$ cat src/hw/rtl/aaci_pkg.sv
// ----------------------------------------------------------------------------
// aaci_pkg
// Shared constants and types for the alpha-aware colour interpolator.
// ----------------------------------------------------------------------------
`timescale 1ns / 1ps
`default_nettype none

package aaci_pkg;

    // Default component width; components mean value / (2^bits - 1).
    localparam int COMPONENT_BITS_DEF = 8;

    // Position is an unsigned fraction of 256.
    localparam int POS_BITS   = 9;
    localparam int FRAC_BITS  = 8;
    localparam int POS_ONE    = 1 << FRAC_BITS;
    localparam int ROUND_HALF = 1 << (FRAC_BITS - 1);

    // Control carried alongside each pipeline slot.
    typedef struct packed {
        logic valid;
        logic use_div;
    } t_ctl;

endpackage : aaci_pkg

`default_nettype wire

$ cat src/hw/rtl/aaci_front.sv
// ----------------------------------------------------------------------------
// aaci_front
// Three-stage front end: alpha weights, weighted products, dividend and
// aligned divisor for the division chain, plus the results of the simple cases.
// ----------------------------------------------------------------------------
`timescale 1ns / 1ps
`default_nettype none

module aaci_front #(
    parameter int COMPONENT_BITS = aaci_pkg::COMPONENT_BITS_DEF
) (
    input  logic                                       i_clk,
    input  logic                                       i_rst_n,
    input  logic                                       i_valid,
    output logic                                       o_ready,
    input  logic [2:0][COMPONENT_BITS-1:0]             i_c1,
    input  logic [COMPONENT_BITS-1:0]                  i_a1,
    input  logic [2:0][COMPONENT_BITS-1:0]             i_c2,
    input  logic [COMPONENT_BITS-1:0]                  i_a2,
    input  logic [aaci_pkg::POS_BITS-1:0]              i_pos,
    input  logic                                       i_en,
    output aaci_pkg::t_ctl                             o_ctl,
    output logic [2:0][2*COMPONENT_BITS+8:0]           o_rem,
    output logic [2*COMPONENT_BITS+8:0]                o_div,
    output logic [3:0][COMPONENT_BITS-1:0]             o_side
);
    import aaci_pkg::*;

    localparam int N  = COMPONENT_BITS;
    localparam int PW = N + FRAC_BITS;      // alpha weight, x * a
    localparam int MW = N + POS_BITS;       // raw product of position and component
    localparam int NW = 2 * N + FRAC_BITS;  // weighted colour, x * a * c
    localparam int RW = 2 * N + FRAC_BITS + 1;

    function automatic logic [PW-1:0] mul_pos(logic [POS_BITS-1:0] p, logic [N-1:0] c);
        logic [MW-1:0] prod;
        prod = MW'(p) * MW'(c);
        return prod[PW-1:0];
    endfunction

    // Stage A: weights and lerp products.
    logic                 r_a_valid;
    logic [PW-1:0]        r_a_p1, r_a_p2;
    logic [2:0][PW-1:0]   r_a_l1, r_a_l2;
    logic [2:0][N-1:0]    r_a_c1, r_a_c2;
    logic [N-1:0]         r_a_a1;
    logic                 r_a_eq, r_a_a1z, r_a_a2z;

    // Stage B: alpha sum, weighted colours, simple-case colours.
    logic                 r_b_valid;
    logic [PW-1:0]        r_b_s;
    logic [2:0][NW-1:0]   r_b_n1, r_b_n2;
    logic [2:0][N-1:0]    r_b_alt;
    logic [N-1:0]         r_b_a1;
    logic                 r_b_eq, r_b_use_div;

    // Stage C: dividend, aligned divisor, alpha.
    t_ctl                 r_c_ctl;
    logic [2:0][RW-1:0]   r_c_rem;
    logic [RW-1:0]        r_c_div;
    logic [3:0][N-1:0]    r_c_side;

    logic en_a, en_b, en_c;

    assign en_c    = !r_c_ctl.valid || i_en;
    assign en_b    = !r_b_valid || en_c;
    assign en_a    = !r_a_valid || en_b;
    assign o_ready = en_a;

    logic [POS_BITS-1:0]  x, w;
    logic [2:0][PW-1:0]   n_a_l1, n_a_l2;

    always_comb begin
        // Anything at or above one saturates to one.
        x = i_pos[POS_BITS-1] ? POS_BITS'(POS_ONE) : i_pos;
        w = POS_BITS'(POS_ONE) - x;
        for (int i = 0; i < 3; i++) begin
            n_a_l1[i] = mul_pos(w, i_c1[i]);
            n_a_l2[i] = mul_pos(x, i_c2[i]);
        end
    end

    always_ff @(posedge i_clk) begin
        if (!i_rst_n) begin
            r_a_valid <= 1'b0;
        end else if (en_a) begin
            r_a_valid <= i_valid;
        end
        if (en_a) begin
            r_a_p1  <= mul_pos(w, i_a1);
            r_a_p2  <= mul_pos(x, i_a2);
            r_a_l1  <= n_a_l1;
            r_a_l2  <= n_a_l2;
            r_a_c1  <= i_c1;
            r_a_c2  <= i_c2;
            r_a_a1  <= i_a1;
            r_a_eq  <= (i_a1 == i_a2);
            r_a_a1z <= (i_a1 == '0);
            r_a_a2z <= (i_a2 == '0);
        end
    end

    logic [2:0][NW-1:0]   n_b_n1, n_b_n2;
    logic [2:0][N-1:0]    n_b_alt;
    logic [PW-1:0]        lerp_sum;

    always_comb begin
        lerp_sum = '0;
        for (int i = 0; i < 3; i++) begin
            n_b_n1[i] = NW'(r_a_p1) * NW'(r_a_c1[i]);
            n_b_n2[i] = NW'(r_a_p2) * NW'(r_a_c2[i]);
            lerp_sum  = r_a_l1[i] + r_a_l2[i] + PW'(ROUND_HALF);
            priority if (r_a_eq) begin
                n_b_alt[i] = lerp_sum[PW-1:FRAC_BITS];
            end else if (r_a_a2z) begin
                n_b_alt[i] = r_a_c1[i];
            end else begin
                n_b_alt[i] = r_a_c2[i];
            end
        end
    end

    always_ff @(posedge i_clk) begin
        if (!i_rst_n) begin
            r_b_valid <= 1'b0;
        end else if (en_b) begin
            r_b_valid <= r_a_valid;
        end
        if (en_b) begin
            r_b_s       <= r_a_p1 + r_a_p2;
            r_b_n1      <= n_b_n1;
            r_b_n2      <= n_b_n2;
            r_b_alt     <= n_b_alt;
            r_b_a1      <= r_a_a1;
            r_b_eq      <= r_a_eq;
            r_b_use_div <= !r_a_eq && !r_a_a1z && !r_a_a2z;
        end
    end

    logic [2:0][RW-1:0]   n_c_rem;
    logic [NW-1:0]        num;
    logic [PW-1:0]        alpha_sum;
    logic [N-1:0]         n_c_alpha;

    always_comb begin
        num = '0;
        for (int i = 0; i < 3; i++) begin
            num        = r_b_n1[i] + r_b_n2[i];
            // Twice the weighted sum plus the divisor rounds the quotient to nearest.
            n_c_rem[i] = {num, 1'b0} + RW'(r_b_s);
        end
        // Outside the equal-alpha case the alpha is the rounded weight sum.
        alpha_sum = r_b_s + PW'(ROUND_HALF);
        n_c_alpha = r_b_eq ? r_b_a1 : alpha_sum[PW-1:FRAC_BITS];
    end

    always_ff @(posedge i_clk) begin
        if (!i_rst_n) begin
            r_c_ctl <= '0;
        end else if (en_c) begin
            r_c_ctl.valid   <= r_b_valid;
            r_c_ctl.use_div <= r_b_use_div;
        end
        if (en_c) begin
            r_c_rem  <= n_c_rem;
            // Divisor 2*S, aligned to the top quotient bit.
            r_c_div  <= RW'(r_b_s) << N;
            r_c_side <= {n_c_alpha, r_b_alt[2], r_b_alt[1], r_b_alt[0]};
        end
    end

    assign o_ctl  = r_c_ctl;
    assign o_rem  = r_c_rem;
    assign o_div  = r_c_div;
    assign o_side = r_c_side;

endmodule : aaci_front

`default_nettype wire

$ cat config.mk
export PLATFORM = sky130hd
export DESIGN_NAME = aaci_front
export DESIGN_NICKNAME = d
export VERILOG_FILES = /design/src/hw/rtl/aaci_pkg.sv /design/src/hw/rtl/aaci_front.sv
export SDC_FILE = /design/constraint.sdc
export NUM_CORES = 2
export LEC_CHECK = 0
export BUFFER_PORTS_ARGS = -buffer_cell sky130_fd_sc_hd__buf_2
export CAP_MARGIN = 20
export CORE_MARGIN = 2
export CORE_UTILIZATION = 40
export DETAILED_ROUTE_END_ITERATION = 16
export GPL_ROUTABILITY_DRIVEN = 0
export SYNTH_ARGS = -nofsm -noshare
export SYNTH_HDL_FRONTEND = slang
export SYNTH_SLANG_ARGS = --single-unit
$ cat constraint.sdc
create_clock -name i_clk -period 8.1 [get_ports i_clk]
set_clock_uncertainty 0.1 [all_clocks]
set_input_delay 1.215 -clock i_clk [delete_from_list [all_inputs] [get_ports i_clk]]
set_output_delay 1.215 -clock i_clk [all_outputs]
set_load 0.02 [all_outputs]
==> flow_summary.json <==
{
  "initial_core_util_pct": 40.2,
  "numCtsBuffers": 71,
  "dr.max_layer_used": "met5",
  "first_global_vias": 48725,
  "core-area_mm2": 0.163,
  "layout-drive-gt1-share_pct": 6.62,
  "wl_met1_mm": 73.5,
  "timing.rr.start": "r_a_c1[2]$_DFFE_PP_",
  "grt_pass1_wl_mm": 273,
  "ant_nets": 0,
  "wl_met2_mm": 81.9,
  "numClockSinks": 505,
  "grt.total_usage_pct": 20.9,
  "fp.dieH_um": 408,
  "path_max_fanout": 21,
  "synth_seq_cells": 505,
  "cts_hold_buf": 0,
  "met3_length_mm": 8.83,
  "crit_path_start": "i_pos[8]",
  "status": "finished, final reports clean",
  "synth_cells": 6605,
  "final_cell_mix": "inv_1, and2_1, fa_1, ha_1, nand2_1",
  "synthArstFlopShare_pct": 0,
  "dp_slack_ns": 0.583,
  "path_class": "in -> reg",
  "avgSynthCellArea_um2": 9.90,
  "netlist_area_mm2": 0.0654,
  "areaGrowthSynthToFinish_pct": 9.48,
  "synth_edf_count": 501,
  "slew_violations": 0,
  "post_drt_wl_per_cell_um": 19.0,
  "synth_top_flop_cell": "edfxtp_1",
  "hold_path_class": "reg -> reg",
  "finalSetupViolCount": 0,
  "clockBufferDepth": 3,
  "post_cts_buffers": 0,
  "cap_violations": 0,
  "antenna_found_initial": 27,
  "drt_drc_violations_left": 0,
  "whs_ns": 0.322,
  "gr-total-overflow": 0,
  "min_period_ns": 6.91,
  "relSlewSlack_pct": 22.6,
  "wirelength_mm": 171,
  "grt_max_degree": 80,
  "yosysSeqAreaShare_pct": 23.1,
  "post_cts_resized": 0,
  "dp_hpwl_mm": 131,
  "post-route-period-util_pct": 85.3,
  "port_buffers": 202,
  "timing.fmax_mhz": 145,
  "drt_first_pass_iters": 5,
  "die_area_mm2": 0.167,
  "drtIter0Drc": 2663,
  "synth_cell_types": 77,
  "num_io_pins": 212,
  "die_x_um": 408,
  "cp-end-kind": "flip-flop",
  "finalSetupTns_ns": 0,
  "rsz0062_at_grt": "no",
  "vias": 46236,
  "worstPathRequired_ns": 8.44,
  "via_per_inst": 5.14,
  "cts_tree": "yes",
  "htree_levels": 3,
  "rows": 148,
  "fin_ws_ns": 1.19,
  "clkSlewWorstSetupHoldPaths_ns": 0.06,
  "yosysWarnings": 0,
  "clk_latency_ns": 0.71,
  "num-nets-final": 8417,
  "layout_commonest_cell": "inv_1",
  "hold_violations": 0,
  "tightest_slew_ns": 1.16,
  "min_from": "r_b_alt[9]$_DFFE_PP_",
  "arrival_ns": 7.25,
  "cts-root-buf": "clkbuf_16",
  "cp-start-kind": "primary input"
}
==> kinds of logic (layout without fill, tap and decap cells) <==
logic type      count (synthesis)  in the layout  synth area share [%]
simple gates                 2093           2093                  16.6
fa+ha+maj                    1595           1595                  40.2
buf+inv                      1273           1461                  7.38
compound gates                749            749                  7.38
flops                         505            505                  23.1
xor+xnor                      359            359                  4.84
mux                            30             30                 0.461
other cells                     1             22               0.00574
==> area by class of cell <==
cell class / count / area [um^2]
Clock buffer: 78 / 1870
Timing Repair Buffer: 288 / 1670
Fill cell: 15746 / 91000
Clock inverter: 51 / 679
Sequential cell: 505 / 15100
Antenna cell: 13 / 32.5
Tap cell: 2175 / 2720
Multi-Input combinational cell: 4835 / 45500
Inverter: 1044 / 3920
==> Yosys cell counts (10+ instances only) <==
cell type	n	area share, %
inv_1	1044	6.0
edfxtp_1	501	23
nand3_1	51	0.39
or3_1	32	0.31
nand2b_1	34	0.33
fa_1	839	26
nor2b_1	94	0.90
o211ai_1	22	0.25
buf_1	11	0.063
clkbuf_1	205	1.2
a21oi_1	195	1.5
o21ai_0	192	1.5
a21o_1	67	0.77
and3_1	32	0.31
nand2_1	607	3.5
buf_4	12	0.14
o21bai_1	23	0.26
a21boi_0	43	0.49
or2_2	15	0.14
o21a_1	43	0.49
nand4_1	11	0.11
xnor2_1	289	3.9
and2_1	869	8.3
o31ai_1	11	0.13
xor2_1	68	0.91
a31oi_1	18	0.17
ha_1	756	14
nor2_1	233	1.3
a211oi_1	32	0.37
nor3_1	86	0.66
a211o_1	10	0.13
mux2i_1	29	0.44
==> sequential cells by signal, indices dropped and copies added (netlist names), 15 cells and up <==
signal and count:
r_b_n2 72, r_b_s 16, r_a_p2 16, r_b_alt 24
o_rem 73, r_a_p1 16, o_side 32, r_a_l2 48
r_a_c2 24, r_a_l1 48, o_div 15, r_a_c1 24
r_b_n1 72
==> stage by stage <==
step / std cells / instance area [um^2] / util (%)
floorplan: 6613 / 65400 / -
global placement: 8847 / 69000 / 42.4
detailed placement: 8847 / 69000 / 42.4
CTS: 8976 / 71500 / 44.0
global route: 8981 / 71500 / 44.0
finish: 8989 / 71600 / 44.0
==> critical path, stage by stage <==
cell and delay [ns]:
buf_2 0.26, nor2b_2 0.07, buf_4 0.16, nor3_1 0.56
nand2b_1 0.23, o21ai_0 0.21, o21a_1 0.15, buf_4 0.30
nand2_1 0.13, fa_1 0.52, fa_1 0.54, inv_1 0.05
fa_1 0.47, inv_1 0.05, fa_1 0.47, inv_1 0.04
ha_1 0.30, a21boi_0 0.26, o21ai_0 0.16, a21boi_0 0.26
o21ai_0 0.14, a21boi_0 0.25, o21ai_0 0.15, nor2b_1 0.16
xnor2_1 0.12
==> worst paths after layout <==
path,end,slack (ns),depth (start not counted)
worst max-delay path,r_a_p1[13]$_DFFE_PP_,1.19,25
worst min-delay path,o_side[9]$_DFFE_PP_,0.32,0
worst max register to register,r_b_n1[22]$_DFFE_PP_,1.83,21
worst min register to register,o_side[9]$_DFFE_PP_,0.32,0
==> routing by layer <==
metal  vias up  GRT usage [%]
met1     23260           26.8
li1      21588              -
met4        16           8.00
met3       292           3.48
met5         -              0
met2      1080           35.4
Power is left out: the tool's default activity adds up to more than one toggle a clock period on the data nets, which glitch-free logic cannot reach.
