**src/hw/rtl/aaci_pkg.sv**
```systemverilog
// ----------------------------------------------------------------------------
// aaci_pkg
// Shared constants and types for the alpha-aware colour interpolator.
// ----------------------------------------------------------------------------
`timescale 1ns / 1ps
`default_nettype none

package aaci_pkg;

    // Default component width; components mean value / (2^bits - 1).
    localparam int COMPONENT_BITS_DEF = 8;

    // Position is an unsigned fraction of 256.
    localparam int POS_BITS   = 9;
    localparam int FRAC_BITS  = 8;
    localparam int POS_ONE    = 1 << FRAC_BITS;
    localparam int ROUND_HALF = 1 << (FRAC_BITS - 1);

    // Control carried alongside each pipeline slot.
    typedef struct packed {
        logic valid;
        logic use_div;
    } t_ctl;

endpackage : aaci_pkg

`default_nettype wire

```
**src/hw/rtl/aaci_div_cell.sv**
```systemverilog
// ----------------------------------------------------------------------------
// aaci_div_cell
// One restoring-division step for the three colour lanes: resolves one
// quotient bit per lane and hands the remainder on with the divisor halved.
// ----------------------------------------------------------------------------
`timescale 1ns / 1ps
`default_nettype none

module aaci_div_cell #(
    parameter int COMPONENT_BITS = aaci_pkg::COMPONENT_BITS_DEF
) (
    input  logic                                       i_clk,
    input  logic                                       i_rst_n,
    input  aaci_pkg::t_ctl                             i_ctl,
    input  logic [2:0][2*COMPONENT_BITS+8:0]           i_rem,
    input  logic [2*COMPONENT_BITS+8:0]                i_div,
    input  logic [2:0][COMPONENT_BITS-1:0]             i_quo,
    input  logic [3:0][COMPONENT_BITS-1:0]             i_side,
    output logic                                       o_en,
    input  logic                                       i_en,
    output aaci_pkg::t_ctl                             o_ctl,
    output logic [2:0][2*COMPONENT_BITS+8:0]           o_rem,
    output logic [2*COMPONENT_BITS+8:0]                o_div,
    output logic [2:0][COMPONENT_BITS-1:0]             o_quo,
    output logic [3:0][COMPONENT_BITS-1:0]             o_side
);
    import aaci_pkg::*;

    localparam int N  = COMPONENT_BITS;
    localparam int RW = 2 * N + FRAC_BITS + 1;

    t_ctl                 r_ctl;
    logic [2:0][RW-1:0]   r_rem;
    logic [RW-1:0]        r_div;
    logic [2:0][N-1:0]    r_quo;
    logic [3:0][N-1:0]    r_side;

    logic [2:0][RW-1:0]   n_rem;
    logic [2:0][N-1:0]    n_quo;

    assign o_en = !r_ctl.valid || i_en;

    always_comb begin
        for (int i = 0; i < 3; i++) begin
            if (i_rem[i] >= i_div) begin
                n_rem[i] = i_rem[i] - i_div;
                n_quo[i] = {i_quo[i][N-2:0], 1'b1};
            end else begin
                n_rem[i] = i_rem[i];
                n_quo[i] = {i_quo[i][N-2:0], 1'b0};
            end
        end
    end

    always_ff @(posedge i_clk) begin
        if (!i_rst_n) begin
            r_ctl <= '0;
        end else if (o_en) begin
            r_ctl <= i_ctl;
        end
        if (o_en) begin
            r_rem  <= n_rem;
            r_div  <= i_div >> 1;
            r_quo  <= n_quo;
            r_side <= i_side;
        end
    end

    assign o_ctl  = r_ctl;
    assign o_rem  = r_rem;
    assign o_div  = r_div;
    assign o_quo  = r_quo;
    assign o_side = r_side;

endmodule : aaci_div_cell

`default_nettype wire

```
**config.mk**
```make
export PLATFORM = sky130hd
export DESIGN_NAME = aaci_div_cell
export DESIGN_NICKNAME = d
export VERILOG_FILES = /design/src/hw/rtl/aaci_pkg.sv /design/src/hw/rtl/aaci_div_cell.sv
export SDC_FILE = /design/constraint.sdc
export NUM_CORES = 1
export LEC_CHECK = 0
export CORE_UTILIZATION = 55
export DETAILED_ROUTE_END_ITERATION = 8
export DONT_BUFFER_PORTS = 1
export GPL_TIMING_DRIVEN = 0
export HOLD_SLACK_MARGIN = 0.06
export PLACE_DENSITY = 0.7
export SYNTH_ARGS = -nofsm -noshare
export SYNTH_HDL_FRONTEND = slang
export SYNTH_SLANG_ARGS = --single-unit
```
**constraint.sdc**
```tcl
create_clock -name i_clk -period 10.2 [get_ports i_clk]
set_input_delay 1.02 -clock i_clk [delete_from_list [all_inputs] [get_ports i_clk]]
set_output_delay 1.02 -clock i_clk [all_outputs]
set_load 0.05 [all_outputs]
```
==> impl_metrics.py, run 1 <==
metrics = {
    "run_status": {
        "status": "finished, final reports clean",
    },
    "clock_network": {
        "numCtsBuffers": 17,
        "cts_setup_buffers": 0,
        "cts.repair.resized": 0,
        "cts_root_buffer": "clkbuf_16",
        "cts_sinks": 157,
        "hold_buffers": 0,
        "cts.clk_slew.worst_paths_ns": 0.07,
        "cts_buffer_depth": 2,
        "htreeDepth": 4,
        "clk_latency_ns": 0.43,
        "tritoncts": "done",
    },
    "critical_path": {
        "r2r_start": "o_ctl[1]",
        "worstSetupStartpointType": "primary input",
        "path_max_fanout": 10,
        "reg2reg_depth": 2,
        "crit_path_end_kind": "flip-flop",
        "cp-startpoint": "i_div[5]",
        "r2r_slack_ns": 8.17,
        "cp.required_ns": 10.35,
        "crit_arrival_ns": 3.84,
        "r2r_end": "o_rem[14]",
        "crit_type": "in2reg",
    },
    "hold_path": {
        "hold-path-cell-count": 0,
        "hold_class": "in2reg",
        "hold_start": "i_div[7]",
        "whs_endpoint": "o_div[6]",
    },
    "place": {
        "gp_congestion": 0.900,
        "dp_hpwl_mm": 21.5,
        "io_buffers": 0,
    },
    "finish": {
        "nFillCells": 1330,
        "fin_util": 0.622,
        "drive_above_1_share": 0.0783,
        "area_growth_pct": 9.82,
        "layout.nets": 1120,
    },
    "synthesis": {
        "synth_nets": 1099,
        "seq_area_frac_synth": 0.497,
        "synth_ff_type": "edfxtp_1",
        "synth_warnings": 0,
        "synth-seq-cells": 157,
        "synthesis.instances": 860,
        "synth_edf_count": 155,
        "syn_avg_cell_area_um2": 11.0,
        "synthDistinctLibCells": 70,
        "ys_async_sr_fraction": 0,
        "synth.cell_area_um2": 9450,
    },
    "die": {
        "io-pin-count": 320,
        "coreArea_um2": 16700,
        "die_area_um2": 17700,
        "start_util": 0.566,
        "rows": 47,
        "die_w_um": 133,
        "chipHeight_um": 133,
    },
    "grt": {
        "grt_pass1_vias": 6753,
        "grt_first_pass_wirelength_mm": 40.3,
        "grt_antenna_before_repair": 1,
        "grt_use_total": 0.308,
        "grt-ovfl-total": 0,
        "grt_start_max_net_pins": 70,
    },
    "timing": {
        "slew_headroom": 0.461,
        "setup_violations": 0,
        "finalCriticalPeriod_ns": 3.69,
        "rsz0062_at_grt": "false",
        "fmax_mhz": 271,
        "worstMarginPinSlew_ns": 0.800,
        "finalCritPeriodShare": 0.362,
        "hold_viol": 0,
        "slew_violations": 0,
        "fin_skew_ns": 0.00842,
        "setup_tns_ns": 0,
    },
    "route": {
        "totalWireLength_mm": 27.7,
        "post_drt_wl_per_cell_um": 24.9,
        "dr.pass1.iters": 5,
        "initialDrtViolationCount": 689,
        "drc": 0,
        "via_per_inst": 6.41,
        "detail-route-antenna-nets": 0,
        "num_vias": 7154,
    },
    "power_and_ir_drop": {
        "leakage_nw": 4.22,
        "power_density_nw_per_um2": 203,
        "vdd.ir_drop.worst_mv": 0.125,
    },
    "flow_run": {
        "cap_violations": 0,
    },
}
==> power by group <==
part | total [mW] | switching (mW) | internal, mW
Sequential | 1.12 | 0.308 | 0.812
Clock | 0.627 | 0.298 | 0.329
Combinational | 0.364 | 0.217 | 0.147
Total | 2.11 | 0.823 | 1.29
==> worst max-delay path, cell delays in order <==
cell	delay, ns
inv_1	0.19
ha_1	0.36
a21o_1	0.22
or3_1	0.33
o211ai_1	0.23
nand3_1	0.15
a221oi_1	0.43
o21a_1	0.33
clkbuf_1	0.37
o21ai_0	0.21
==> cells by family (layout without fill, tap and decap cells) <==
| kind of cell | Yosys count | in the layout | share of synthesized area |
|---|---|---|---|
| other | 1 | 3 | 0.000397 |
| DFF | 157 | 157 | 0.497 |
| xor gates and xnor gates | 54 | 54 | 0.0500 |
| buffers and inverters | 66 | 100 | 0.0302 |
| AOI/OAI and AO/OA | 260 | 260 | 0.182 |
| and+or+nand+nor | 228 | 228 | 0.115 |
| muxes | 16 | 16 | 0.0195 |
| adders and majority gates | 78 | 78 | 0.106 |
==> sequential cells by signal, indices dropped and copies added, names as in the netlist <==
signal / flops
o_rem: 75
o_side: 32
o_div: 24
o_quo: 24
o_ctl: 2
==> final cells by class <==
class,count,area [um^2],area share
clock buffer,17,425,0.0410
buffer,19,109,0.0105
antenna,2,5.00,0.000482
tap,220,275,0.0265
multi-input combinational,637,4480,0.432
timing repair buffer,2,47.5,0.00458
inverter,47,176,0.0170
clock inverter,15,168,0.0162
sequential,157,4690,0.452
==> metal layers <==
layer	part of all wire	vias up	wire length, um	track usage
li1	-	3293	-	-
met1	0.38	3357	10600	0.372
met2	0.47	435	13000	0.508
met3	0.11	69	2920	0.0974
met4	0.045	0	1240	0.136
met5	0	-	0	0
==> how the worst max path moves through the flow <==
stage,endpoint
after floorplan,o_en
after global routing,o_rem[72]
after global placement,o_en
after detailed placement,o_rem[54]
after CTS,o_rem[7]
final,o_rem[7]
==> through the flow <==
step           power [mW]  setup WS (ns)  std cells  hold slack [ns]  area [um^2]
3_3_place_gp         1.48           2.97       1080            0.776         9730
3_5_place_dp         1.49           6.10       1082            0.801         9780
2_1_floorplan        1.39           4.03        860            0.744         9450
6_report             2.11           6.51       1116            0.679        10400
4_1_cts              2.11           6.54       1114            0.670        10400
5_1_grt              2.18           6.31       1116            0.661        10400
==> cell usage in the layout (no fill, tap or decap), drive strengths merged, types with 12 or more instances in the layout <==
master,n
a21o,30
a21oi,66
buf,13
clkbuf,25
edfxtp,155
ha,75
inv,54
mux2,13
nand2,67
nand2b,15
nand3,15
nor2,60
nor2b,13
nor3,14
o21a,12
o21ai,72
xnor2,26
xor2,28
==> synth_stat cells, types with 12 or more instances <==
library cell,count,area [um^2]
edfxtp_1,155,4650
ha_1,75,938
nand2_1,67,251
a21oi_1,66,330
o21ai_0,64,320
nor2_1,60,225
inv_1,46,173
a21o_1,30,225
xor2_1,28,245
xnor2_1,26,228
nand2b_1,15,93.8
nand3_1,15,75.1
nor3_1,14,70.1
nor2b_1,13,81.3
o21a_1,12,90.1
(Power assumes the default switching activity.)
==> run 2: changes to the inputs <==
Settings changed: ABC_AREA set to 1.
Clock period 10.2 ns to 3.4 ns, I/O delays scaled along.
==> impl_metrics.py, run 2 <==
metrics = {
    "clock_network": {
        "numCtsBuffers": 17,
        "clk_latency_ns": 0.44,
        "cts.clk_slew.worst_paths_ns": 0.08,
        "htreeDepth": 4,
        "cts_root_buffer": "clkbuf_16",
        "cts_sinks": 157,
        "cts.repair.resized": 0,
        "tritoncts": "done",
        "cts_buffer_depth": 2,
        "cts_setup_buffers": 0,
    },
    "finish": {
        "drive_above_1_share": 0.0525,
        "layout.nets": 1998,
        "final_common_cell": "nand2_1",
        "fin_util": 0.650,
        "final_cell_count_no_fill": 2048,
        "area_growth_pct": 15.3,
        "fin_area_um2": 13700,
        "nFillCells": 1932,
        "final_cell_mix": "nand2_1 (705), inv_1 (318), edfxtp_1 (155), nand4_1 (99), nor2_1 (86)",
        "largest_reg_flops": 75,
    },
    "synthesis": {
        "synthesis.instances": 1657,
        "synth_edf_count": 155,
        "syn_avg_cell_area_um2": 7.19,
        "synth_ff_type": "edfxtp_1",
        "ys_async_sr_fraction": 0,
        "synthDistinctLibCells": 30,
        "synth_top_area_frac": 0.390,
        "synth_warnings": 0,
        "synth_common_cells": "nand2_1 (705), inv_1 (320), edfxtp_1 (155)",
        "synth.most_common_cell": "nand2_1",
        "synth_top_area_cell": "edfxtp_1",
        "synthTopCellsByArea": "edfxtp_1 (39%), nand2_1 (22%), inv_1 (10%)",
        "synth_nets": 1896,
        "synth.cell_area_um2": 11900,
        "synth-seq-cells": 157,
        "seq_area_frac_synth": 0.394,
    },
    "timing": {
        "slew_headroom": 0.582,
        "setup_tns_ns": 0,
        "fin_ws_ns": 1.08,
        "worstMarginPinSlew_ns": 0.628,
        "fin_skew_ns": 0.0150,
        "hold_ws_ns": 0.0796,
        "setup_violations": 0,
        "slew_violations": 0,
        "rsz0062_at_grt": "false",
        "hold_viol": 0,
        "finalCriticalPeriod_ns": 2.32,
        "fmax_mhz": 431,
        "finalCritPeriodShare": 0.682,
    },
    "critical_path": {
        "max_stage_delay_ns": 0.40,
        "cpMostUsedCell": "nand2_1",
        "path_cells": "inv_1, ha_1, nand2_1, inv_1, nand2_1, nand2_1, inv_1, nand2_1, a21oi_4, nand3_4, buf_6, nand2_1, nand2_1",
        "worstSetupStartpointType": "primary input",
        "slowest_stage": "ha_1",
        "critPathTopFamily": "simple AND/OR/NAND/NOR gates",
        "path_max_fanout": 10,
        "cp.required_ns": 3.59,
        "path_buf_inv": 4,
        "crit_arrival_ns": 2.51,
        "crit_type": "in2reg",
        "crit_path_end_kind": "flip-flop",
    },
    "die": {
        "start_util": 0.564,
        "die_w_um": 149,
        "coreArea_um2": 21200,
        "die_area_um2": 22300,
        "chipHeight_um": 149,
        "rows": 53,
        "io-pin-count": 320,
    },
    "power_and_ir_drop": {
        "p_int_mw": 3.94,
        "leakage_nw": 7.31,
        "combPwrFrac": 0.219,
        "pwr-share-seq": 0.497,
        "power_mw": 6.80,
        "power_density_nw_per_um2": 495,
        "pwr-share-clk": 0.285,
        "swShare": 0.421,
        "power_switching_mw": 2.86,
        "vdd.ir_drop.worst_mv": 0.376,
    },
    "place": {
        "gp_congestion": 0.950,
        "dp_hpwl_mm": 30.3,
        "io_buffers": 0,
        "placed_cells": 1936,
        "preCtsSetupSlack_ns": 0.676,
        "placed_area_um2": 12400,
    },
    "grt": {
        "grt_first_pass_wirelength_mm": 57.2,
        "grt_use_total": 0.348,
        "grt_antenna_before_repair": 1,
        "grt_pass1_vias": 10300,
        "grt-ovfl-total": 0,
        "grt_start_max_net_pins": 48,
    },
    "route": {
        "num_vias": 11000,
        "totalWireLength_mm": 38.6,
        "drc": 0,
        "detail-route-antenna-nets": 0,
        "initialDrtViolationCount": 806,
        "dr.pass1.iters": 8,
        "post_drt_wl_per_cell_um": 18.9,
        "via_per_inst": 5.39,
    },
    "flow_run": {
        "cap_violations": 0,
    },
    "hold_path": {
        "hold_class": "in2reg",
    },
    "run_status": {
        "status": "finished, final reports clean",
    },
}
-- run 2: cell count changes after synthesis, moves of 30 or more --
| cell | before | now |
|---|---|---|
| a21oi_1 | 66 | 32 |
| nand4_1 | 10 | 99 |
| nand3_1 | 15 | 66 |
| o21ai_0 | 64 | 1 |
| inv_1 | 46 | 320 |
| nand2_1 | 67 | 705 |
| a21o_1 | 30 | 0 |
-- run 2: timing repair --
item,in CTS,in global routing
hold endpoints to repair,79,0
endpoints found under the setup margin,0,0
hold buffers,79,0
-- run 2: layout make-up --
cell class	count	area [um^2]	share of cell area
Clock inverter	15	165	0.0120
Clock buffer	17	425	0.0310
Antenna cell	1	2.50	0.000182
Timing Repair Buffer	83	871	0.0634
Buffer	25	163	0.0118
Sequential cell	157	4700	0.342
Inverter	323	1220	0.0885
Tap cell	275	344	0.0250
Multi-Input combinational cell	1152	5860	0.426
-- run 2: logic make-up (layout without fill, tap and decap cells) --
group / Yosys count / in the layout / share of synthesized area
buffers and inverters: 348 / 463 / 0.115
adders and majority gates: 78 / 78 / 0.0838
other: 1 / 2 / 0.000315
and+or+nand+nor: 999 / 999 / 0.361
DFF: 157 / 157 / 0.394
AOI/OAI and AO/OA: 40 / 40 / 0.0205
xor gates and xnor gates: 34 / 34 / 0.0250
-- run 2: worst paths after layout --
kind	startpoint	to	slack (ns)	cells past startpoint
setup reg to reg	o_ctl[1]	o_div[13]	1.47	6
setup / recovery	i_div[16]	o_rem[65]	1.08	13
hold / removal	i_ctl[0]	o_ctl[0]	0.08	2
hold reg to reg	o_ctl[0]	o_ctl[0]	0.73	2
-- run 2: routing by layer --
layer / GRT usage / up-vias / routed length [um]
met5: 0 / - / 0
met4: 0.148 / 0 / 1530
met3: 0.0820 / 83 / 3270
met2: 0.585 / 500 / 18200
met1: 0.427 / 4984 / 15600
li1: - / 5468 / -
-- run 2: worst register-to-register path: cells and delay by family, from the launching register on --
family,cells,cell delay [ns]
simple gates,1,0.15
flops,1,0.45
buf+inv,5,1.06
-- run 2: power by group through the flow --
stage | Clock [mW] | Sequential [mW] | Combinational [mW]
final | 1.94 | 3.38 | 1.49
after global routing | 2.03 | 3.39 | 1.66
after CTS | 1.94 | 3.38 | 1.46
after detailed placement | 0 | 3.42 | 1.38
after global placement | 0 | 3.42 | 1.34
after floorplan | 0 | 3.37 | 1.03
