$ cat src/hw/rtl/aaci_pkg.sv
// ----------------------------------------------------------------------------
// aaci_pkg
// Shared constants and types for the alpha-aware colour interpolator.
// ----------------------------------------------------------------------------
`timescale 1ns / 1ps
`default_nettype none

package aaci_pkg;

    // Default component width; components mean value / (2^bits - 1).
    localparam int COMPONENT_BITS_DEF = 8;

    // Position is an unsigned fraction of 256.
    localparam int POS_BITS   = 9;
    localparam int FRAC_BITS  = 8;
    localparam int POS_ONE    = 1 << FRAC_BITS;
    localparam int ROUND_HALF = 1 << (FRAC_BITS - 1);

    // Control carried alongside each pipeline slot.
    typedef struct packed {
        logic valid;
        logic use_div;
    } t_ctl;

endpackage : aaci_pkg

`default_nettype wire

$ cat src/hw/rtl/aaci_out_stage.sv
// ----------------------------------------------------------------------------
// aaci_out_stage
// Output register: picks the divided colour or the simple-case colour and
// holds the result until the downstream side takes the transaction.
// ----------------------------------------------------------------------------
`timescale 1ns / 1ps
`default_nettype none

module aaci_out_stage #(
    parameter int COMPONENT_BITS = aaci_pkg::COMPONENT_BITS_DEF
) (
    input  logic                                       i_clk,
    input  logic                                       i_rst_n,
    input  aaci_pkg::t_ctl                             i_ctl,
    input  logic [2:0][COMPONENT_BITS-1:0]             i_quo,
    input  logic [3:0][COMPONENT_BITS-1:0]             i_side,
    output logic                                       o_en,
    output logic                                       o_valid,
    input  logic                                       i_ready,
    output logic [3:0][COMPONENT_BITS-1:0]             o_rgba
);
    import aaci_pkg::*;

    localparam int N = COMPONENT_BITS;

    logic                 r_valid;
    logic [3:0][N-1:0]    r_rgba;
    logic [3:0][N-1:0]    n_rgba;

    assign o_en = !r_valid || i_ready;

    always_comb begin
        for (int i = 0; i < 3; i++) begin
            // The quotient never exceeds full scale, so no clamp is needed.
            n_rgba[i] = i_ctl.use_div ? i_quo[i] : i_side[i];
        end
        n_rgba[3] = i_side[3];
    end

    always_ff @(posedge i_clk) begin
        if (!i_rst_n) begin
            r_valid <= 1'b0;
        end else if (o_en) begin
            r_valid <= i_ctl.valid;
        end
        if (o_en) begin
            r_rgba <= n_rgba;
        end
    end

    assign o_valid = r_valid;
    assign o_rgba  = r_rgba;

endmodule : aaci_out_stage

`default_nettype wire

$ cat config.mk
export PLATFORM = sky130hd
export DESIGN_NAME = aaci_out_stage
export DESIGN_NICKNAME = d
export VERILOG_FILES = /design/src/hw/rtl/aaci_pkg.sv /design/src/hw/rtl/aaci_out_stage.sv
export SDC_FILE = /design/constraint.sdc
export NUM_CORES = 1
export LEC_CHECK = 0
export ABC_CLOCK_PERIOD_IN_PS = 4400
export BUFFER_PORTS_ARGS = -buffer_cell sky130_fd_sc_hd__buf_2
export CAP_MARGIN = 25
export CORE_MARGIN = 2
export CORE_UTILIZATION = 44
export DETAILED_ROUTE_END_ITERATION = 8
export GPL_TIMING_DRIVEN = 0
export PLACE_DENSITY_LB_ADDON = 0.12
export REMOVE_ABC_BUFFERS = 1
export SLEW_MARGIN = 30
export SYNTH_ARGS = -nofsm -noshare
export SYNTH_HDL_FRONTEND = slang
export SYNTH_SLANG_ARGS = --single-unit
export TNS_END_PERCENT = 20
$ cat constraint.sdc
create_clock -name i_clk -period 4.4 [get_ports i_clk]
set_clock_uncertainty 0.2 [all_clocks]
set_input_delay 1.32 -clock i_clk [delete_from_list [all_inputs] [get_ports i_clk]]
set_output_delay 1.32 -clock i_clk [all_outputs]
set_load 0.01 [all_outputs]
==> results by group, run 1 <==
Floorplanning
  • Total core area: 3030 sq um
  • Io pins: 95
  • Die H: 60.3 microns
  • Initial Util: 0.461
  • # rows: 20
  • Die footprint: 3640 sq um
  • Horiz. Die Dim: 60.3 microns

Setup path
  • Reg2Reg Depth: 2
  • Worst EP arrival: 1960 ps
  • Crit start category: input pin
  • CP max FO: 12
  • Worst Setup Path Type: input pin to output port
  • CP endpoint kind: output port
  • CP required: 2880 ps

STA
  • Setup TNS: 0 ps
  • Slew @ Worst Pin: 695 ps
  • WHS: 575 ps
  • RSZ-0062 raised after global routing: no
  • Slew Limit Fails: 0
  • Final setup viols: 0
  • Minimum clock period: 3480 ps
  • Hold Fails Final Rpt: 0
  • Tcrit/Tclk final: 0.791
  • Worst slew margin: 0.536
  • Fmax: 0.287 GHz

Global route
  • Routing usage on met1: 0.136
  • GRT overflow: 0
  • Met3 GRT Util: 0.0693
  • Initial antenna violation count: 0
  • GRT Overall Usage: 0.146
  • Gr busiest metal: met2
  • Global-route wire length before repair: 3600 microns
  • Pin count of the biggest net entering global routing: 25
  • GR Util met2: 0.261
  • Number of global-route vias before repair: 856

Detailed routing
  • Post-Route WL: 2490 microns
  • Via count: 925
  • Starting DRT DRC Count: 11
  • Vias per cell: 4.47
  • Wirelength per Cell: 12.0 microns
  • Detail Route Antenna Nets: 0
  • DRC: 0
  • Drt first pass iters: 2

Logic synthesis
  • Register bit count reported by yosys: 33
  • Number of distinct library cells after synthesis: 9
  • Cells after Synth: 63
  • YS warnings: 0
  • Syn Area/Cell: 22.1 sq um
  • Post-synthesis sequential area ratio: 0.703
  • Area of the mapped netlist: 1400 sq um

Cells and area
  • # fillers: 239
  • Area of the multi-input gates: 362 sq um
  • P&R area growth vs syn: 39.6%
  • Diode count: 0
  • Storage element area: 981 sq um
  • Final net count: 223
  • Layout Cells excl Fill: 207
  • Layout cell share with drive strength beyond 1: 0.767

Run status
  • Status: completed

CTS
  • Setup Fix Bufs, Post-CTS: 0
  • Clock tree sinks: 33
  • CTS tree: built
  • Maximum root-to-sink buffer count: 2
  • Clock root buffer: clkbuf_4
  • Worst skew pair latency: 320 ps
  • CTS Buf Count: 5
  • Post-CTS sizing: 0
  • Post-CTS Hold Fix Bufs: 0
  • CTS H-tree depth: 2
  • Clk slew on worst S/H paths: 90 ps

Placed design
  • Placed wire-length estimate: 1960 microns
  • Cells after DPL: 199
  • RePlAce Congestion: 0.677
  • Port Buf Inserts: 94

Power
  • Total chip power: 0.643 mW
  • VDD IR-drop max: 0.000170 V
  • Static Leakage: 0.939 nW
  • PwrDens: 330 nW/um^2

Worst hold path
  • Hold depth: 2
  • Hold WC Path Type: register to register

Flow run
  • Max Cap Violations: 0
==> state kept, by name (all words and copies together) (netlist names) <==
register	cells
o_valid	1
o_rgba	32
==> Yosys cell counts <==
library cell	n	area, sq um
mux2_4	20	300
edfxtp_1	32	961
dfxtp_1	1	20.0
nand2b_1	1	6.26
a21boi_0	1	7.51
inv_1	1	3.75
buf_12	2	40.0
buf_6	1	11.3
mux2_2	4	45.0
==> report_power, final <==
part	switching, mW	leakage, nW	internal (mW)	total (mW)
registers	0.00570	0.340	0.375	0.380
logic	0.0449	0.573	0.0622	0.107
clock network	0.0918	0.0265	0.0636	0.155
total	0.142	0.939	0.500	0.643
==> cell usage in the layout, fill, tap and decap left out <==
master	count
buf_2	94
edfxtp_1	32
mux2_4	20
clkbuf_4	5
mux2_2	4
clkbuf_1	3
nand2b_2	1
inv_1	1
a21boi_0	1
buf_16	1
dfxtp_1	1
==> cell families after synthesis <==
logic type             count (synthesis)  synth area share
flip-flops                            33             0.703
AND/OR/NAND/NOR                        1           0.00449
buffers and inverters                  4            0.0395
multiplexers                          24             0.248
AO/OA/AOI/OAI                          1           0.00538
==> worst max-delay path, stage by stage <==
cell      delay [ps]
buf_2             90
nand2b_2         320
buf_2            220
==> layout make-up <==
class,instances,area share
repair buffers,95,0.256
clock buffers,8,0.0250
inverters,1,0.00193
flip-flops and latches,33,0.504
well taps,44,0.0283
multi-input cells,26,0.186
==> per-layer routing <==
metal  wire (microns)  up-vias
met3              242        5
met4               54        0
li1                 -      443
met1              853      423
met5                0        -
met2             1340       54
==> worst paths after layout <==
check	start	end	slack, ps
min reg2reg	o_valid$_SDFFE_PN0P_	o_valid$_SDFFE_PN0P_	580
max reg2reg	o_valid$_SDFFE_PN0P_	o_rgba[23]$_DFFE_PP_	3100
min	o_valid$_SDFFE_PN0P_	o_valid$_SDFFE_PN0P_	580
max	i_ready	o_en	920
==> metrics by stage <==
step | cell area (sq um) | worst slack, ps | utilization
CTS | 1950 | 893 | 0.643
global route | 1950 | 873 | 0.643
global placement | 1870 | 57.2 | 0.617
finish | 1950 | 918 | 0.643
floorplan | 1340 | 664 | -
detailed placement | 1900 | 894 | 0.627
Power figures use the tool's default switching activity.
==> inputs of run 2 (changes only) <==
--- a/config.mk
+++ b/config.mk
@@ -5,11 +5,11 @@
 export SDC_FILE = /design/constraint.sdc
 export NUM_CORES = 1
 export LEC_CHECK = 0
-export ABC_CLOCK_PERIOD_IN_PS = 4400
+export ABC_CLOCK_PERIOD_IN_PS = 3600
 export BUFFER_PORTS_ARGS = -buffer_cell sky130_fd_sc_hd__buf_2
 export CAP_MARGIN = 25
 export CORE_MARGIN = 2
-export CORE_UTILIZATION = 44
+export CORE_UTILIZATION = 41
 export DETAILED_ROUTE_END_ITERATION = 8
 export GPL_TIMING_DRIVEN = 0
 export PLACE_DENSITY_LB_ADDON = 0.12
==> constraint.sdc (replaced) <==
create_clock -name i_clk -period 3.6 [get_ports i_clk]
set_clock_uncertainty 0.2 [all_clocks]
set_input_delay 1.08 -clock i_clk [delete_from_list [all_inputs] [get_ports i_clk]]
set_output_delay 1.08 -clock i_clk [all_outputs]
set_load 0.01 [all_outputs]
==> results by group, run 2 (synthesis results as in run 1) <==
Global route
  • Pin count of the biggest net entering global routing: 25 (unchanged)
  • Initial antenna violation count: 0 (unchanged)
  • Global-route wire length before repair: 4020 microns (+11%)
  • GRT Overall Usage: 0.137 (-0.00822)
  • GRT overflow: 0 (unchanged)
  • Number of global-route vias before repair: 914 (+6.8%)

Detailed routing
  • Via count: 911 (-1.5%)
  • Detail Route Antenna Nets: 0 (unchanged)
  • Wirelength per Cell: 12.2 microns (+1.2%)
  • DRC: 0 (unchanged)
  • Starting DRT DRC Count: 22 (+11)
  • Vias per cell: 4.36 (-2.5%)
  • Post-Route WL: 2540 microns (+2.2%)
  • Drt first pass iters: 4 (+2)

Setup path
  • Worst EP arrival: 1930 ps (-30 ps)
  • CP endpoint kind: output port
  • CP max FO: 22 (+10)
  • CP Capture Point: o_en
  • Worst r2r src: o_valid$_SDFFE_PN0P_
  • R2R setup slack: 2270 ps (-830 ps)
  • CP required: 2320 ps (-560 ps)
  • Reg2Reg Depth: 2 (unchanged)
  • Crit start category: input pin
  • Worst Setup Path Type: input pin to output port
  • CP startpoint: i_ready
  • Reg2reg end: o_rgba[13]$_DFFE_PP_

STA
  • Minimum clock period: 3210 ps
  • Slew @ Worst Pin: 697 ps (+1.43 ps)
  • Tcrit/Tclk final: 0.891
  • RSZ-0062 raised after global routing: no
  • Slew Limit Fails: 0 (unchanged)
  • Setup TNS: 0 ps (unchanged)
  • Hold Fails Final Rpt: 0 (unchanged)
  • Fmax: 0.312 GHz
  • Final setup viols: 0 (unchanged)
  • Worst slew margin: 0.535 (-0.000953)

CTS
  • Post-CTS sizing: 0 (unchanged)
  • Maximum root-to-sink buffer count: 2 (unchanged)
  • CTS tree: built
  • Clock root buffer: clkbuf_4
  • Worst skew pair latency: 300 ps (-20 ps)
  • CTS H-tree depth: 2 (unchanged)
  • Clk slew on worst S/H paths: 90 ps (about the same)
  • Post-CTS Hold Fix Bufs: 0 (unchanged)
  • CTS Buf Count: 5 (unchanged)
  • Clock tree sinks: 33 (unchanged)
  • Setup Fix Bufs, Post-CTS: 0 (unchanged)

Cells and area
  • Flip-flop count of the largest register after layout: 32 (unchanged)
  • # fillers: 290 (+21%)
  • P&R area growth vs syn: 40.5%
  • Most common cell after layout, fill and taps aside: buf_2
  • Most frequent cells in the layout: buf_2 (94), edfxtp_1 (32), mux2_4 (20)
  • Final net count: 223 (unchanged)
  • Fin util: 0.592 (-0.0512)
  • Layout cell share with drive strength beyond 1: 0.773 (+0.00613)
  • Diode count: 0 (unchanged)

Power
  • Net Sw Frac: 0.213 (-0.00813)
  • Clock share of power: 0.256 (+0.014)
  • Pint: 0.630 mW (+26%)
  • Logic gate share of total power: 0.162 (-0.005)
  • Reg power frac: 0.581 (-0.011)
  • PwrDens: 409 nW/um^2 (+24%)
  • VDD IR-drop max: 0.000230 V (+35%)
  • Psw: 0.171 mW (+20%)
  • Static Leakage: 0.945 nW (+0.64%)
  • Total chip power: 0.801 mW (+25%)

Floorplanning
  • Initial Util: 0.421 (-0.0394)
  • Horiz. Die Dim: 62.3 microns (+3.3%)
  • Total core area: 3310 sq um (+9.3%)
  • Io pins: 95 (unchanged)
  • # rows: 21 (+5.0%)
  • Die footprint: 3890 sq um (+6.8%)
  • Die H: 62.3 microns (+3.3%)

Worst hold path
  • Hold WC Path Type: register to register
  • Worst Hold Launch: o_valid$_SDFFE_PN0P_

Flow run
  • Max Cap Violations: 0 (unchanged)

Placed design
  • RePlAce Congestion: 0.682 (+0.72%)
  • Port Buf Inserts: 94 (unchanged)

Run status
  • Status: completed
run 2: cell count changes in the layout (fill, tap and decap cells not counted):
cell | previous run | this run
clkbuf_1 | 3 | 2
clkbuf_8 | 0 | 1
run 2: worst min-delay path by stage:
stage / to / slack (ps) / depth (start not counted)
after global placement: o_rgba[31]$_DFFE_PP_ / 1060 / 1
after global routing: o_rgba[24]$_DFFE_PP_ / 680 / 1
after CTS: o_rgba[14]$_DFFE_PP_ / 640 / 1
final: o_rgba[14]$_DFFE_PP_ / 630 / 1
after floorplan: o_rgba[24]$_DFFE_PP_ / 980 / 0
after detailed placement: o_rgba[24]$_DFFE_PP_ / 620 / 1
run 2: routing by layer:
metal | GRT usage | vias up | part of all wire
met1 | 0.144 | 412 | 0.38
met2 | 0.235 | 54 | 0.51
met5 | 0 | - | 0
met3 | 0.0616 | 2 | 0.097
li1 | - | 443 | -
met4 | 0.0667 | 0 | 0.012
run 2: power groups by stage:
stage               logic (mW)  clock network [mW]  registers (mW)
global route             0.140               0.235           0.469
floorplan               0.0384                   0           0.494
global placement         0.126                   0           0.474
CTS                      0.133               0.216           0.466
detailed placement       0.133                   0           0.475
finish                   0.130               0.205           0.466
run 2: worst max-delay path: stages:
cell	delay, ps
buf_2	100
nand2b_2	340
buf_16	250
buf_2	150
run 2: through the flow:
step	std cells	hold WS, ps	instance area (sq um)	setup WS [ps]
6_report	209	626	1960	391
2_1_floorplan	60	979	1340	344
3_5_place_dp	201	623	1900	379
4_1_cts	209	639	1960	381
5_1_grt	209	683	1960	334
3_3_place_gp	200	1060	1870	-313
run 2: area by class of cell:
cell class,instances,area [sq um],area share
sequential,33,981,0.500
timing repair buffer,95,498,0.254
multi-input combinational,26,362,0.184
clock buffer,8,58.8,0.0300
tap,46,57.6,0.0294
inverter,1,3.75,0.00191
==> inputs of run 3 (changes only) <==
--- a/config.mk
+++ b/config.mk
@@ -6,14 +6,15 @@
 export NUM_CORES = 1
 export LEC_CHECK = 0
 export ABC_CLOCK_PERIOD_IN_PS = 3600
-export BUFFER_PORTS_ARGS = -buffer_cell sky130_fd_sc_hd__buf_2
 export CAP_MARGIN = 25
 export CORE_MARGIN = 2
-export CORE_UTILIZATION = 41
+export CORE_UTILIZATION = 60
 export DETAILED_ROUTE_END_ITERATION = 8
+export DONT_BUFFER_PORTS = 1
 export GPL_TIMING_DRIVEN = 0
 export PLACE_DENSITY_LB_ADDON = 0.12
 export REMOVE_ABC_BUFFERS = 1
+export SKIP_CTS_REPAIR_TIMING = 1
 export SLEW_MARGIN = 30
 export SYNTH_ARGS = -nofsm -noshare
 export SYNTH_HDL_FRONTEND = slang
==> results by group, run 3 (synthesis results as in run 1) <==
Run status
  • Status: completed

STA
  • Hold Fails Final Rpt: 0 (unchanged)
  • Tcrit/Tclk final: 0.750 (-0.141)
  • Slew @ Worst Pin: 381 ps (-316 ps)
  • Worst slew margin: 0.746 (+0.210)
  • Slew Limit Fails: 0 (unchanged)
  • RSZ-0062 raised after global routing: no
  • WHS: 645 ps (+18.8 ps)
  • Setup TNS: 0 ps (unchanged)
  • Minimum clock period: 2700 ps (-508 ps)
  • Fmax: 0.370 GHz (+19%)
  • Final setup viols: 0 (unchanged)

Global route
  • Number of global-route vias before repair: 570 (-38%)
  • GRT overflow: 0 (unchanged)
  • GRT Overall Usage: 0.162 (+0.0247)
  • Initial antenna violation count: 0 (unchanged)
  • Global-route wire length before repair: 2840 microns (-29%)
  • Pin count of the biggest net entering global routing: 25 (unchanged)

CTS
  • Clk slew on worst S/H paths: 70 ps (-20 ps)
  • Worst skew pair latency: 300 ps (about the same)
  • Maximum root-to-sink buffer count: 2 (unchanged)
  • CTS H-tree depth: 2 (unchanged)
  • Clock root buffer: clkbuf_4
  • CTS Buf Count: 5 (unchanged)
  • Clock tree sinks: 33 (unchanged)
  • CTS tree: built

Setup path
  • CP startpoint: i_ready
  • Slowest CP cell: nand2b_2
  • Crit start category: input pin
  • CP max FO: 12 (-45%)
  • CP required: 2320 ps (about the same)
  • Worst r2r src: o_valid$_SDFFE_PN0P_
  • Worst EP arrival: 1420 ps (-510 ps)
  • Crit-path cells: nand2b_2
  • Largest stage delay, worst path: 340 ps (about the same)
  • CP bufs+invs: 0 (-3)
  • Delay-heaviest family, CP: simple AND/OR/NAND/NOR gates
  • Worst Setup Path Type: input pin to output port
  • CP endpoint kind: output port

Detailed routing
  • Starting DRT DRC Count: 17 (-23%)
  • Wirelength per Cell: 22.0 microns (+81%)
  • Post-Route WL: 2090 microns (-18%)
  • Vias per cell: 6.20 (+42%)
  • Drt first pass iters: 3 (-1)
  • DRC: 0 (unchanged)
  • Via count: 589 (-35%)
  • Detail Route Antenna Nets: 0 (unchanged)

Power
  • Total chip power: 0.706 mW (-12%)
  • Static Leakage: 0.570 nW (-40%)
  • VDD IR-drop max: 0.000328 V (+43%)
  • PwrDens: 487 nW/um^2 (+19%)

Floorplanning
  • # rows: 17 (-19%)
  • Io pins: 95 (unchanged)
  • Horiz. Die Dim: 52.2 microns (-16%)
  • Die H: 52.2 microns (-16%)
  • Die footprint: 2730 sq um (-30%)
  • Total core area: 2210 sq um (-33%)
  • Initial Util: 0.631 (+0.209)

Cells and area
  • # fillers: 162 (-44%)
  • P&R area growth vs syn: 4.04%
  • Layout cell share with drive strength beyond 1: 0.478 (-0.295)
  • Final net count: 129 (-42%)
  • Most common cell after layout, fill and taps aside: edfxtp_1
  • Most frequent cells in the layout: edfxtp_1 (32), mux2_4 (20), clkbuf_4 (5)
  • Flip-flop count of the largest register after layout: 32 (unchanged)
  • Layout Cells excl Fill: 95 (-55%)
  • Fin util: 0.656 (+0.0639)
  • Diode count: 0 (unchanged)

Placed design
  • RePlAce Congestion: 0.578 (-15%)
  • Placed wire-length estimate: 1590 microns
  • Port Buf Inserts: 0 (-100%)
  • Cells after DPL: 89 (-56%)

Worst hold path
  • Hold WC Path Type: register to register
  • Worst Hold Launch: o_valid$_SDFFE_PN0P_

Flow run
  • Max Cap Violations: 0 (unchanged)
[run 3: cell count changes in the layout (fill, tap and decap cells not counted)]
cell	delta
buf_2	-94
clkbuf_1	-2
clkbuf_8	-1
clkinv_2	+1
[run 3: per-stage QoR]
step                setup slack [ps]  instance area (sq um)
floorplan                        344                   1340
global placement                88.9                   1380
detailed placement               895                   1410
CTS                              895                   1450
global route                     868                   1450
finish                           898                   1450
[run 3: layer usage]
layer | up-vias | GRT usage | part of all wire
met4 | 0 | 0.0897 | 0.016
met3 | 5 | 0.109 | 0.16
met1 | 271 | 0.149 | 0.31
li1 | 253 | - | -
met5 | - | 0 | 0
met2 | 60 | 0.266 | 0.51
[run 3: final cells by class]
class / instances / area (sq um) / share of cell area
clock buffer: 5 / 37.5 / 0.0259
clock inverter: 1 / 5.00 / 0.00345
inverter: 1 / 3.75 / 0.00259
multi-input combinational: 26 / 362 / 0.249
sequential: 33 / 981 / 0.676
tap: 28 / 35.0 / 0.0241
timing repair buffer: 1 / 27.5 / 0.0190
[run 3: worst paths after layout]
| kind | endpoint | slack, ps | depth (start not counted) |
|---|---|---|---|
| worst max-delay path | o_en | 900 | 1 |
| worst min-delay path | o_valid$_SDFFE_PN0P_ | 640 | 2 |
| worst max register to register | o_rgba[25]$_DFFE_PP_ | 2230 | 2 |
| worst min register to register | o_valid$_SDFFE_PN0P_ | 640 | 2 |
[run 3: report_power, final]
part | total, mW | internal (mW) | switching (mW)
Combinational | 0.0454 | 0.0332 | 0.0122
Sequential | 0.490 | 0.460 | 0.0293
Clock | 0.171 | 0.0676 | 0.104
